$ cat src/rtl/lpc_pkg.sv
// shared constants and types for the lru page cache
package lpc_pkg;

   localparam int PAGE_W   = 8;
   localparam int CAP_W    = 5;
   localparam int DATA_W   = 32;
   localparam int ADDR_W   = 2;
   localparam int PAGE_SPAN = 2 ** PAGE_W;

   localparam int DEF_NUM_PAGES    = 256;
   localparam int DEF_MAX_CAPACITY = 16;

   localparam logic [ADDR_W-1:0] REG_CAPACITY   = 2'd0;
   localparam logic [CAP_W-1:0]  CAPACITY_RESET = 5'd16;

   // request to the recency stack for the item under lookup
   typedef struct packed {
      logic              commit;
      logic              hit;
      logic [PAGE_W-1:0] key;
   } lpc_upd_type;

   // eviction decision from the recency stack
   typedef struct packed {
      logic              evict;
      logic [PAGE_W-1:0] victim;
   } lpc_evict_type;

endpackage

$ cat src/rtl/lpc_csr.sv
// capacity register behind the configuration port
module lpc_csr (
   input  logic                        clock,
   input  logic                        reset,
   input  logic                        psel,
   input  logic                        penable,
   input  logic                        pwrite,
   input  logic [lpc_pkg::ADDR_W-1:0]  paddr,
   input  logic [lpc_pkg::DATA_W-1:0]  pwdata,
   output logic [lpc_pkg::DATA_W-1:0]  prdata,
   output logic                        pready,
   output logic [lpc_pkg::CAP_W-1:0]   capacity
);

   logic [lpc_pkg::CAP_W-1:0] capacity_ff;
   logic                      wr_capacity;

   assign pready      = 1'b1;
   assign wr_capacity = psel && penable && pwrite && (paddr == lpc_pkg::REG_CAPACITY);

   always_ff @(posedge clock) begin
      if (reset) begin
         capacity_ff <= lpc_pkg::CAPACITY_RESET;
      end else if (wr_capacity) begin
         capacity_ff <= pwdata[lpc_pkg::CAP_W-1:0];
      end
   end

   always_comb begin
      prdata = '0;
      if (paddr == lpc_pkg::REG_CAPACITY) begin
         prdata = lpc_pkg::DATA_W'(capacity_ff);
      end
   end

   assign capacity = capacity_ff;

endmodule

$ cat src/rtl/lpc_resident_map.sv
// one-bit residency memory with a clearing pass after reset
module lpc_resident_map #(
   parameter int NUM_PAGES = lpc_pkg::DEF_NUM_PAGES,
   localparam int IW = (NUM_PAGES > 1) ? $clog2(NUM_PAGES) : 1
) (
   input  logic          clock,
   input  logic          reset,
   input  logic          rd_en,
   input  logic [IW-1:0] rd_addr,
   output logic          rd_data,
   input  logic          wr_en,
   input  logic [IW-1:0] wr_addr,
   input  logic          wr_data,
   output logic          busy
);

   logic          mem [NUM_PAGES];
   logic          rd_data_ff;
   logic          busy_ff;
   logic [IW-1:0] clr_addr_ff;

   always_ff @(posedge clock) begin
      if (reset) begin
         busy_ff     <= 1'b1;
         clr_addr_ff <= '0;
      end else if (busy_ff) begin
         clr_addr_ff <= clr_addr_ff + 1'b1;
         if (clr_addr_ff == IW'(NUM_PAGES - 1)) begin
            busy_ff <= 1'b0;
         end
      end
   end

   always_ff @(posedge clock) begin
      if (busy_ff) begin
         mem[clr_addr_ff] <= 1'b0;
      end else if (wr_en) begin
         mem[wr_addr] <= wr_data;
      end
   end

   always_ff @(posedge clock) begin
      if (rd_en) begin
         rd_data_ff <= mem[rd_addr];
      end
   end

   assign rd_data = rd_data_ff;
   assign busy    = busy_ff;

endmodule

$ cat src/rtl/lpc_recency_stack.sv
// recency stack of resident pages, most recent at entry 0, plus occupancy
module lpc_recency_stack #(
   parameter int MAX_CAPACITY = lpc_pkg::DEF_MAX_CAPACITY
) (
   input  logic                      clock,
   input  logic                      reset,
   input  logic [lpc_pkg::CAP_W-1:0] capacity,
   input  lpc_pkg::lpc_upd_type      upd,
   output lpc_pkg::lpc_evict_type    evict_info
);

   localparam int OW  = $clog2(MAX_CAPACITY + 1);
   localparam int PSW = (MAX_CAPACITY > 1) ? $clog2(MAX_CAPACITY) : 1;
   localparam int CW  = (OW > lpc_pkg::CAP_W) ? OW : lpc_pkg::CAP_W;

   logic [lpc_pkg::PAGE_W-1:0] stack_ff [MAX_CAPACITY];
   logic [lpc_pkg::PAGE_W-1:0] stack_in [MAX_CAPACITY];
   logic [OW-1:0]              occ_ff;
   logic [OW-1:0]              occ_in;
   logic [PSW-1:0]             pos;
   logic [OW-1:0]              depth;
   logic [CW-1:0]              occ_w;
   logic [CW-1:0]              cap_nz;
   logic                       full;
   logic                       evict;

   // pages are unique in the stack, so the matches can be or-ed together
   always_comb begin
      pos = '0;
      for (int i = 0; i < MAX_CAPACITY; i++) begin
         if ((OW'(i) < occ_ff) && (stack_ff[i] == upd.key)) begin
            pos = pos | PSW'(i);
         end
      end
   end

   always_comb begin
      occ_w  = CW'(occ_ff);
      cap_nz = (capacity == '0) ? CW'(1) : CW'(capacity);
      full   = (occ_w >= CW'(MAX_CAPACITY)) || (occ_w >= cap_nz);
      evict  = !upd.hit && (occ_ff != '0) && full;
   end

   assign evict_info.evict  = evict;
   assign evict_info.victim = stack_ff[PSW'(occ_ff - 1'b1)];

   always_comb begin
      if (upd.hit) begin
         depth = OW'(pos);
      end else if (evict) begin
         depth = occ_ff - 1'b1;
      end else begin
         depth = occ_ff;
      end
   end

   always_comb begin
      stack_in[0] = upd.key;
      for (int i = 1; i < MAX_CAPACITY; i++) begin
         stack_in[i] = (OW'(i) <= depth) ? stack_ff[i-1] : stack_ff[i];
      end
      occ_in = occ_ff;
      if (!upd.hit && !evict) begin
         occ_in = occ_ff + 1'b1;
      end
   end

   always_ff @(posedge clock) begin
      if (reset) begin
         occ_ff <= '0;
      end else if (upd.commit) begin
         occ_ff <= occ_in;
      end
   end

   always_ff @(posedge clock) begin
      if (upd.commit) begin
         for (int i = 0; i < MAX_CAPACITY; i++) begin
            stack_ff[i] <= stack_in[i];
         end
      end
   end

endmodule

$ cat src/rtl/lru_page_cache.sv
// lru page cache: one result per request; each request takes a map read, then an update
// a new request is taken only in idle; the map read and the stack update serialize
// result appears the cycle after the lookup commits, held until the consumer takes it
// a pending victim clear is written to the map while the next request is taken
// synchronous reset; after reset a clearing pass over all NUM_PAGES map entries holds req_stall high
module lru_page_cache #(
   parameter int NUM_PAGES    = lpc_pkg::DEF_NUM_PAGES,
   parameter int MAX_CAPACITY = lpc_pkg::DEF_MAX_CAPACITY
) (
   input  logic                         clock,
   input  logic                         reset,
   input  logic                         req_valid,
   output logic                         req_stall,
   input  logic [lpc_pkg::PAGE_W-1:0]   req_page_number,
   output logic                         rsp_valid,
   input  logic                         rsp_stall,
   output logic                         rsp_hit,
   output logic                         rsp_evicted,
   output logic [lpc_pkg::PAGE_W-1:0]   rsp_evicted_page,
   input  logic                         psel,
   input  logic                         penable,
   input  logic                         pwrite,
   input  logic [lpc_pkg::ADDR_W-1:0]   paddr,
   input  logic [lpc_pkg::DATA_W-1:0]   pwdata,
   output logic [lpc_pkg::DATA_W-1:0]   prdata,
   output logic                         pready
);

   localparam int IW = (NUM_PAGES > 1) ? $clog2(NUM_PAGES) : 1;

   typedef enum logic [1:0] {S_CLEAR, S_IDLE, S_LOOKUP} state_type;

   state_type                  state_ff;
   logic [IW-1:0]              idx_ff;
   logic [lpc_pkg::PAGE_W-1:0] key_ff;
   logic                       fwd_ff;
   logic                       clr_pending_ff;
   logic [IW-1:0]              clr_idx_ff;
   logic                       rsp_valid_ff;
   logic                       rsp_hit_ff;
   logic                       rsp_evicted_ff;
   logic [lpc_pkg::PAGE_W-1:0] rsp_evicted_page_ff;

   logic [IW-1:0]              page_mod_table [lpc_pkg::PAGE_SPAN];
   logic [IW-1:0]              req_idx;
   logic [lpc_pkg::CAP_W-1:0]  capacity;
   logic                       accept;
   logic                       out_free;
   logic                       commit;
   logic                       hit;
   logic                       map_rd_data;
   logic                       map_busy;
   logic                       map_wr_en;
   logic [IW-1:0]              map_wr_addr;
   logic                       map_wr_data;
   lpc_pkg::lpc_upd_type       upd;
   lpc_pkg::lpc_evict_type     evict_info;

   // page number reduced modulo NUM_PAGES
   for (genvar g = 0; g < lpc_pkg::PAGE_SPAN; g++) begin : g_mod
      localparam int unsigned MODV = g % NUM_PAGES;
      assign page_mod_table[g] = IW'(MODV);
   end

   assign req_idx   = page_mod_table[req_page_number];
   assign req_stall = (state_ff != S_IDLE);
   assign accept    = req_valid && !req_stall;
   assign out_free  = !rsp_valid_ff || !rsp_stall;
   assign commit    = (state_ff == S_LOOKUP) && out_free;
   assign hit       = map_rd_data && !fwd_ff;

   assign upd.commit = commit;
   assign upd.hit    = hit;
   assign upd.key    = key_ff;

   lpc_csr u_csr (
      .clock    (clock),
      .reset    (reset),
      .psel     (psel),
      .penable  (penable),
      .pwrite   (pwrite),
      .paddr    (paddr),
      .pwdata   (pwdata),
      .prdata   (prdata),
      .pready   (pready),
      .capacity (capacity)
   );

   // a miss sets its own page now; the victim clear follows in the next cycle
   always_comb begin
      map_wr_en   = 1'b0;
      map_wr_addr = idx_ff;
      map_wr_data = 1'b1;
      if (commit && !hit) begin
         map_wr_en = 1'b1;
      end else if (clr_pending_ff) begin
         map_wr_en   = 1'b1;
         map_wr_addr = clr_idx_ff;
         map_wr_data = 1'b0;
      end
   end

   lpc_resident_map #(
      .NUM_PAGES (NUM_PAGES)
   ) u_map (
      .clock   (clock),
      .reset   (reset),
      .rd_en   (accept),
      .rd_addr (req_idx),
      .rd_data (map_rd_data),
      .wr_en   (map_wr_en),
      .wr_addr (map_wr_addr),
      .wr_data (map_wr_data),
      .busy    (map_busy)
   );

   lpc_recency_stack #(
      .MAX_CAPACITY (MAX_CAPACITY)
   ) u_stack (
      .clock      (clock),
      .reset      (reset),
      .capacity   (capacity),
      .upd        (upd),
      .evict_info (evict_info)
   );

   always_ff @(posedge clock) begin
      if (reset) begin
         state_ff       <= S_CLEAR;
         clr_pending_ff <= 1'b0;
         rsp_valid_ff   <= 1'b0;
      end else begin
         case (state_ff)
            S_CLEAR: begin
               if (!map_busy) begin
                  state_ff <= S_IDLE;
               end
            end
            S_IDLE: begin
               if (accept) begin
                  state_ff <= S_LOOKUP;
               end
            end
            S_LOOKUP: begin
               if (commit) begin
                  state_ff <= S_IDLE;
               end
            end
            default: begin
               state_ff <= S_CLEAR;
            end
         endcase

         if (commit) begin
            clr_pending_ff <= evict_info.evict;
         end else if (clr_pending_ff) begin
            clr_pending_ff <= 1'b0;
         end

         if (commit) begin
            rsp_valid_ff <= 1'b1;
         end else if (!rsp_stall) begin
            rsp_valid_ff <= 1'b0;
         end
      end

      if (accept) begin
         idx_ff <= req_idx;
         key_ff <= lpc_pkg::PAGE_W'(req_idx);
         // the map read sees the page before its pending clear lands
         fwd_ff <= clr_pending_ff && (req_idx == clr_idx_ff);
      end
      if (commit) begin
         clr_idx_ff          <= IW'(evict_info.victim);
         rsp_hit_ff          <= hit;
         rsp_evicted_ff      <= evict_info.evict;
         rsp_evicted_page_ff <= evict_info.evict ? evict_info.victim : '0;
      end
   end

   assign rsp_valid        = rsp_valid_ff;
   assign rsp_hit          = rsp_hit_ff;
   assign rsp_evicted      = rsp_evicted_ff;
   assign rsp_evicted_page = rsp_evicted_page_ff;

   a_hit_no_evict : assert property (@(posedge clock) disable iff (reset)
      rsp_valid_ff && rsp_hit_ff |-> !rsp_evicted_ff)
      else $error("result reports both a hit and an eviction");

   a_no_accept_in_clear : assert property (@(posedge clock) disable iff (reset)
      accept |-> !map_busy)
      else $error("request transfer during map clearing pass");

   a_result_from_lookup : assert property (@(posedge clock) disable iff (reset)
      $rose(rsp_valid_ff) |-> $past(state_ff == S_LOOKUP))
      else $error("result raised without a lookup");

   a_clear_then_idle : assert property (@(posedge clock) disable iff (reset)
      clr_pending_ff |-> state_ff == S_IDLE)
      else $error("victim clear pending outside idle");

endmodule
$ cat config.mk
export PLATFORM = sky130hd
export DESIGN_NAME = lru_page_cache
export DESIGN_NICKNAME = d
export VERILOG_FILES = /design/src/rtl/lpc_pkg.sv /design/src/rtl/lpc_csr.sv /design/src/rtl/lpc_resident_map.sv /design/src/rtl/lpc_recency_stack.sv /design/src/rtl/lru_page_cache.sv
export SDC_FILE = /design/constraint.sdc
export NUM_CORES = 1
export LEC_CHECK = 0
export ABC_AREA = 1
export BUFFER_PORTS_ARGS = -buffer_cell sky130_fd_sc_hd__buf_4
export CAP_MARGIN = 10
export CELL_PAD_IN_SITES_DETAIL_PLACEMENT = 1
export CELL_PAD_IN_SITES_GLOBAL_PLACEMENT = 1
export CORE_MARGIN = 2
export CORE_UTILIZATION = 44
export CTS_BUF_LIST = sky130_fd_sc_hd__clkbuf_4 sky130_fd_sc_hd__clkbuf_8 sky130_fd_sc_hd__clkbuf_16
export DETAILED_ROUTE_END_ITERATION = 7
export PLACE_DENSITY = 0.87
export SYNTH_ARGS = -nofsm -noshare
export SYNTH_HDL_FRONTEND = slang
export SYNTH_SLANG_ARGS = --single-unit
$ cat constraint.sdc
create_clock -name clock -period 7.4 [get_ports clock]
set_input_delay 0.37 -clock clock [delete_from_list [all_inputs] [get_ports clock]]
set_output_delay 0.37 -clock clock [all_outputs]
set_load 0.02 [all_outputs]
Yosys cells after proc, flatten, opt, wreduce, memory -nomap -nowiden
Memories as Yosys holds them, arrays and structs flattened. A register that Yosys moved wholly into a read port is not among the register bits.
Index checks and enable logic that the tools add are counted.
{ "op_classes": {"add_sub_neg": 3, "magnitude_cmp": 33, "eq_ne": 24, "muxes": 60, "bitwise": 2, "reduce_logical": 42} }
{ "ops": {"columns": ["op", "count"], "rows": [
  ["$mux 8", 20],
  ["$eq 8x8->1", 16],
  ["$le 4x5->1 const A", 8],
  ["$lt 4x5->1 const A", 8],
  ["$mux 4", 8],
  ["$logic_and 1x1->1", 26],
  ["$le 3x5->1 const A", 4],
  ["$lt 3x5->1 const A", 4],
  ["$mux 5", 4],
  ["$mux 1", 18],
  ["$mux 3", 4],
  ["$le 2x5->1 const A", 2],
  ["$lt 2x5->1 const A", 2],
  ["$mux 2", 5],
  ["$ge 9x9->1 const B", 1],
  ["$not 8->9", 1],
  ["$add 8x1->8 const B", 1],
  ["$eq 8x8->1 const B", 1],
  ["$logic_not 1->1", 6],
  ["$ne 2x2->1 const B", 3],
  ["$pmux 2 s3", 1],
  ["$add 5x1->5 const B", 1],
  ["$ge 5x5->1", 1],
  ["$ge 5x5->1 const B", 1],
  ["other kinds (15)", 18]
]} }
{ "totals": {"register_bits": 50, "ram_bits": 384, "rom_bits": 2048, "in_bits": 49, "output_inout_bits": 45, "elab_cells": 180, "n_memories": 3} }
{ "memory_table": {"columns": ["name", "words", "width", "rd", "rd_ports_with_merged_regs", "wr", "line_no", "text"], "rows": [
  ["(no name shown)", 256, 8, 1, 0, 0, "lru_page_cache.sv:65", "assign req_idx = page_mod_table[req_page_number];"],
  ["u_map.mem", 256, 1, 1, 1, 1, "lpc_resident_map.sv:17", "logic mem [NUM_PAGES];"],
  ["u_stack.stack_ff", 16, 8, 17, 0, 16, "lpc_recency_stack.sv:16", "logic [lpc_pkg::PAGE_W-1:0] stack_ff [MAX_CAPACITY];"]
]} }

Depth between registers and ports, before layout
An unclocked memory read counts as a cell.
{ "logic_depth": {"ltp_word": 21, "ltp_mapped": 18} }

Modules after synthesis
From an unflattened synthesis, not the netlist that was laid out.
{ "unflattened": {"hier_cells": 2593, "hier_area_um2": 22656.7} }
{ "modules_own_cells": {"columns": ["mod", "instances", "cells_per_inst", "area_per_inst_um2"], "rows": [
  ["lpc_resident_map", 1, 1298, 12319.3],
  ["lpc_recency_stack", 1, 1062, 8398.1],
  ["lru_page_cache", 1, 155, 1428.9],
  ["lpc_csr", 1, 78, 510.5]
]} }

Worst setup path before layout
OpenSTA, ideal clock, no wires.
{ "synth_path": {"path_type": "reg-to-reg", "startpoint": "register rsp_valid_ff (netlist: rsp_valid)", "endpoint": "memory u_map.mem[0] (data pin)", "arrival_ns": 6.762, "required_time_ns": 5.999, "slack_ns": -0.763, "stages_incl_launch_ff": 6, "n_path_buf": 0, "synth_period_minus_slack_ns": 8.163, "cell_sequence": "dfxtp_1 -> nand2_1 -> nand2_4 -> nor2_8 -> inv_2 -> nor2_1"} }
{ "synth_via": {"elab_chain_len": 10} }
{ "synth_lines": {"columns": ["element", "line_no", "text"], "rows": [
  ["start: declaration", "lru_page_cache.sv:39", "logic rsp_valid_ff;"],
  ["start signal: assignment", "lru_page_cache.sv:131", "rsp_valid_ff <= 1'b0;"],
  ["start signal: assignment", "lru_page_cache.sv:161", "rsp_valid_ff <= 1'b1;"],
  ["start signal: assignment", "lru_page_cache.sv:163", "rsp_valid_ff <= 1'b0;"],
  ["$logic_not 1->1 (*)", "lru_page_cache.sv:68", "assign out_free = !rsp_valid_ff || !rsp_stall;"],
  ["$logic_or 1x1->1 (*)", "lru_page_cache.sv:68", null],
  ["$logic_and 1x1->1 (*)", "lru_page_cache.sv:69", "assign commit = (state_ff == S_LOOKUP) && out_free;"],
  ["$logic_and 1x1->1 (*)", "lru_page_cache.sv:94", "if (commit && !hit) begin"],
  ["$mux 1", "lru_page_cache.sv:94", null],
  ["$mux 1", "lpc_resident_map.sv:37", "end else if (wr_en) begin"],
  ["$mux 1", "lpc_resident_map.sv:35", "if (busy_ff) begin"],
  ["$mux 1 (implied by the code)", "lpc_resident_map.sv:38", "mem[wr_addr] <= wr_data;"],
  ["$reduce_or 1->1 (no source line)", null, null],
  ["$mux 1 (no source line) (*)", null, null],
  ["end: declaration", "lpc_resident_map.sv:17", null]
]} }
Mark *: on every way between the ends. The rest lies on a longest branch, timed or not.

==> results.toml <==
[status]
status = "completed"

[power]
p_int_mw = 4.12
combPwrFrac = 0.038
cellPowerDensity_nw_per_um2 = 225
p_switching_mw = 1.20
ir_drop_mv = 0.194
leakage_nw = 8.14
clkPwrFrac = 0.462
swShare = 0.225
pwr-share-seq = 0.499

[logic_synthesis]
synth_top_area_cell = "edfxtp_1"
synth-edff-count = 412
synth_area_leaders = "edfxtp_1, nor2_1, nand2_1"
ys.flop_type = "edfxtp_1"
synth-seq-cells = 435
synth_top_area_share = 0.576
synth_warnings = 0
synth_cell_type_count = 49
syn_avg_cell_area_um2 = 9.42
synth-seq-area-share = 0.597
syn_inst = 2282
synthesis.area_um2 = 21500
async_flop_share = 0

[drt]
wl_um = 68300
num_vias = 17160
wl_per_cell_um = 23.5
route.detailed.drc = 0
dr.pass1.iters = 5
drt_iter0_drc = 1742
vias_per_cell = 5.90
ant_nets = 0

[cts]
clkTransAtPathRegs_ns = 0.06
cts_tree = "yes"
cts-root-buf = "clkbuf_16"
h-tree-depth = 2
clk_latency_ns = 0.61
cts_resized = 0
cts_buffers = 48
cts_buffer_depth = 3
hold_buffers = 0
cts_setup_buffers = 0
clkSinkCount = 435

[finish]
drive_gt1_frac = 0.0851
fillers = 5378
area_delta_synth_final_pct = 9.83
postLayoutCellArea_um2 = 23600
final_cells = 2907
final_common_cell = "nor2_1"
layout_common_cells = "nor2_1, edfxtp_1, nand2_1"
diodes = 0
num-nets-final = 2317

[sta]
period_share = 0.600
slew_headroom = 0.195
fin_tns_setup_ns = 0
finClkSkew_ns = 0.0447
rsz0062_at_grt = "false"
finalSetupViolCount = 0
slew_viol_final = 0
worst_pin_slew_ns = 1.20
finalHoldViolations = 0
min_period_ns = 4.44
max_freq_mhz = 225

[worst_setup_path]
worst_setup_path_start_kind = "flop"
critPathKind = "flop to flop"
crit_required_ns = 7.58
arrival_ns = 4.62
endpoint_kind = "flop"
worstPathMaxFanout = 27

[global_route]
grt_pass1_wl_um = 103000
grt.total_usage = 0.268
grt_pass1_vias = 17640
grt_overflow_total = 0
grt_max_degree = 129
grt_antenna_before_repair = 0

[floorplan]
ios = 94
start_util = 0.448
coreArea_um2 = 47900
dieArea_um2 = 50600
rows = 80
die-width_um = 225
die_h_um = 225

[placement]
port_buffers = 38
finalWeightedCongestion = 0.940
dp_hpwl_um = 41700
place_area_um2 = 22000
place_inst = 2822

[min_path]
hold_path_class = "input port to flop"

[run]
cap_violations = 0
cells by family (layout without fill, tap and decap cells):
kind of cell    after synthesis  after routing  share of synthesized area
compound gates              415            415                      0.106
simple gates               1048           1048                      0.201
flops                       435            435                      0.597
other cells                   2             28                   0.000349
xor+xnor                     64             64                     0.0270
fa+ha+maj                    10             10                    0.00582
buf+inv                     308            292                     0.0628
power groups by stage:
stage | Sequential, mW | Clock [mW] | Combinational [mW]
finish | 2.66 | 2.46 | 0.203
CTS | 2.66 | 2.47 | 0.199
floorplan | 2.71 | 0 | 0.138
global route | 2.66 | 2.56 | 0.217
global placement | 2.71 | 0 | 0.186
detailed placement | 2.71 | 0 | 0.195
path summary, 6_finish.rpt:
path / depth (start not counted) / from / slack, ns / end
worst max-delay path: 10 / u_stack.occ_ff[1] / 2.96 / u_stack.stack_ff[1][5]
worst min-delay path: 1 / req_page_number[5] / 0.03 / key_ff[5]
worst max register to register: 10 / u_stack.occ_ff[1] / 2.96 / u_stack.stack_ff[1][5]
worst min register to register: 0 / u_stack.stack_ff[13][4] / 0.45 / u_stack.stack_ff[14][4]
routing by layer:
layer | part of all wire | vias up | global-route usage
li1 | - | 7646 | -
met1 | 0.39 | 8542 | 0.329
met2 | 0.50 | 750 | 0.467
met3 | 0.067 | 222 | 0.0398
met4 | 0.046 | 0 | 0.124
met5 | 0 | - | 0
area by class of cell:
class | instances | area (µm²) | area share
Clock buffer | 59 | 1280 | 0.0544
Clock inverter | 25 | 308 | 0.0130
Timing Repair Buffer | 57 | 428 | 0.0181
Tap cell | 615 | 769 | 0.0326
Multi-Input combinational cell | 1565 | 7410 | 0.314
Inverter | 151 | 568 | 0.0241
Sequential cell | 435 | 12800 | 0.544
stage by stage:
| stage | util | setup slack [ns] | total power, mW | hold WS, ns |
|---|---|---|---|---|
| 2_1_floorplan | - | 2.06 | 2.85 | 0.421 |
| 3_3_place_gp | 0.459 | 3.10 | 2.90 | 0.428 |
| 3_5_place_dp | 0.459 | 2.99 | 2.91 | 0.437 |
| 4_1_cts | 0.492 | 2.98 | 5.33 | 0.00812 |
| 5_1_grt | 0.492 | 2.71 | 5.43 | 0.0155 |
| 6_report | 0.492 | 2.96 | 5.32 | 0.0254 |
worst max-delay path: stages (launching register included):
cell and delay, ns:
dfxtp_1 0.46, inv_1 0.20, ha_1 0.25, xnor2_1 0.75, clkinv_1 1.05, nand3_1 0.33
nand3_1 0.12, nand2_1 0.17, nand2_1 0.09, nand2_1 0.09, o211ai_1 0.47
cell usage after synthesis, types with 3 or more instances:
cell and n:
o21ai_0 222, nor2_2 7, buf_6 3, o21ai_1 4
nand3_1 129, clkinv_1 11, ha_1 10, xor2_1 11
buf_1 4, edfxtp_1 412, nor3_1 5, dfxtp_1 23
inv_1 133, o21ai_2 8, nor2_1 486, nand2_2 25
o211ai_1 18, buf_4 30, buf_2 46, o22ai_1 64
nand4_1 14, a21oi_1 87, clkbuf_1 74, xnor2_1 52
nand3_2 3, nand2_1 367, inv_2 7
flip-flops by register name, summed over array words and instances, names as in the netlist:
name,count
u_map.mem,256
u_stack.stack_ff,128
clr_idx_ff,8
key_ff,8
rsp_evicted_page,8
u_map.clr_addr_ff,8
u_csr.capacity,5
u_stack.occ_ff,5
state_ff,2
clr_pending_ff,1
fwd_ff,1
rsp_evicted,1
rsp_hit,1
rsp_valid,1
u_map.busy,1
u_map.rd_data,1
Power figures use the tool's default switching activity.
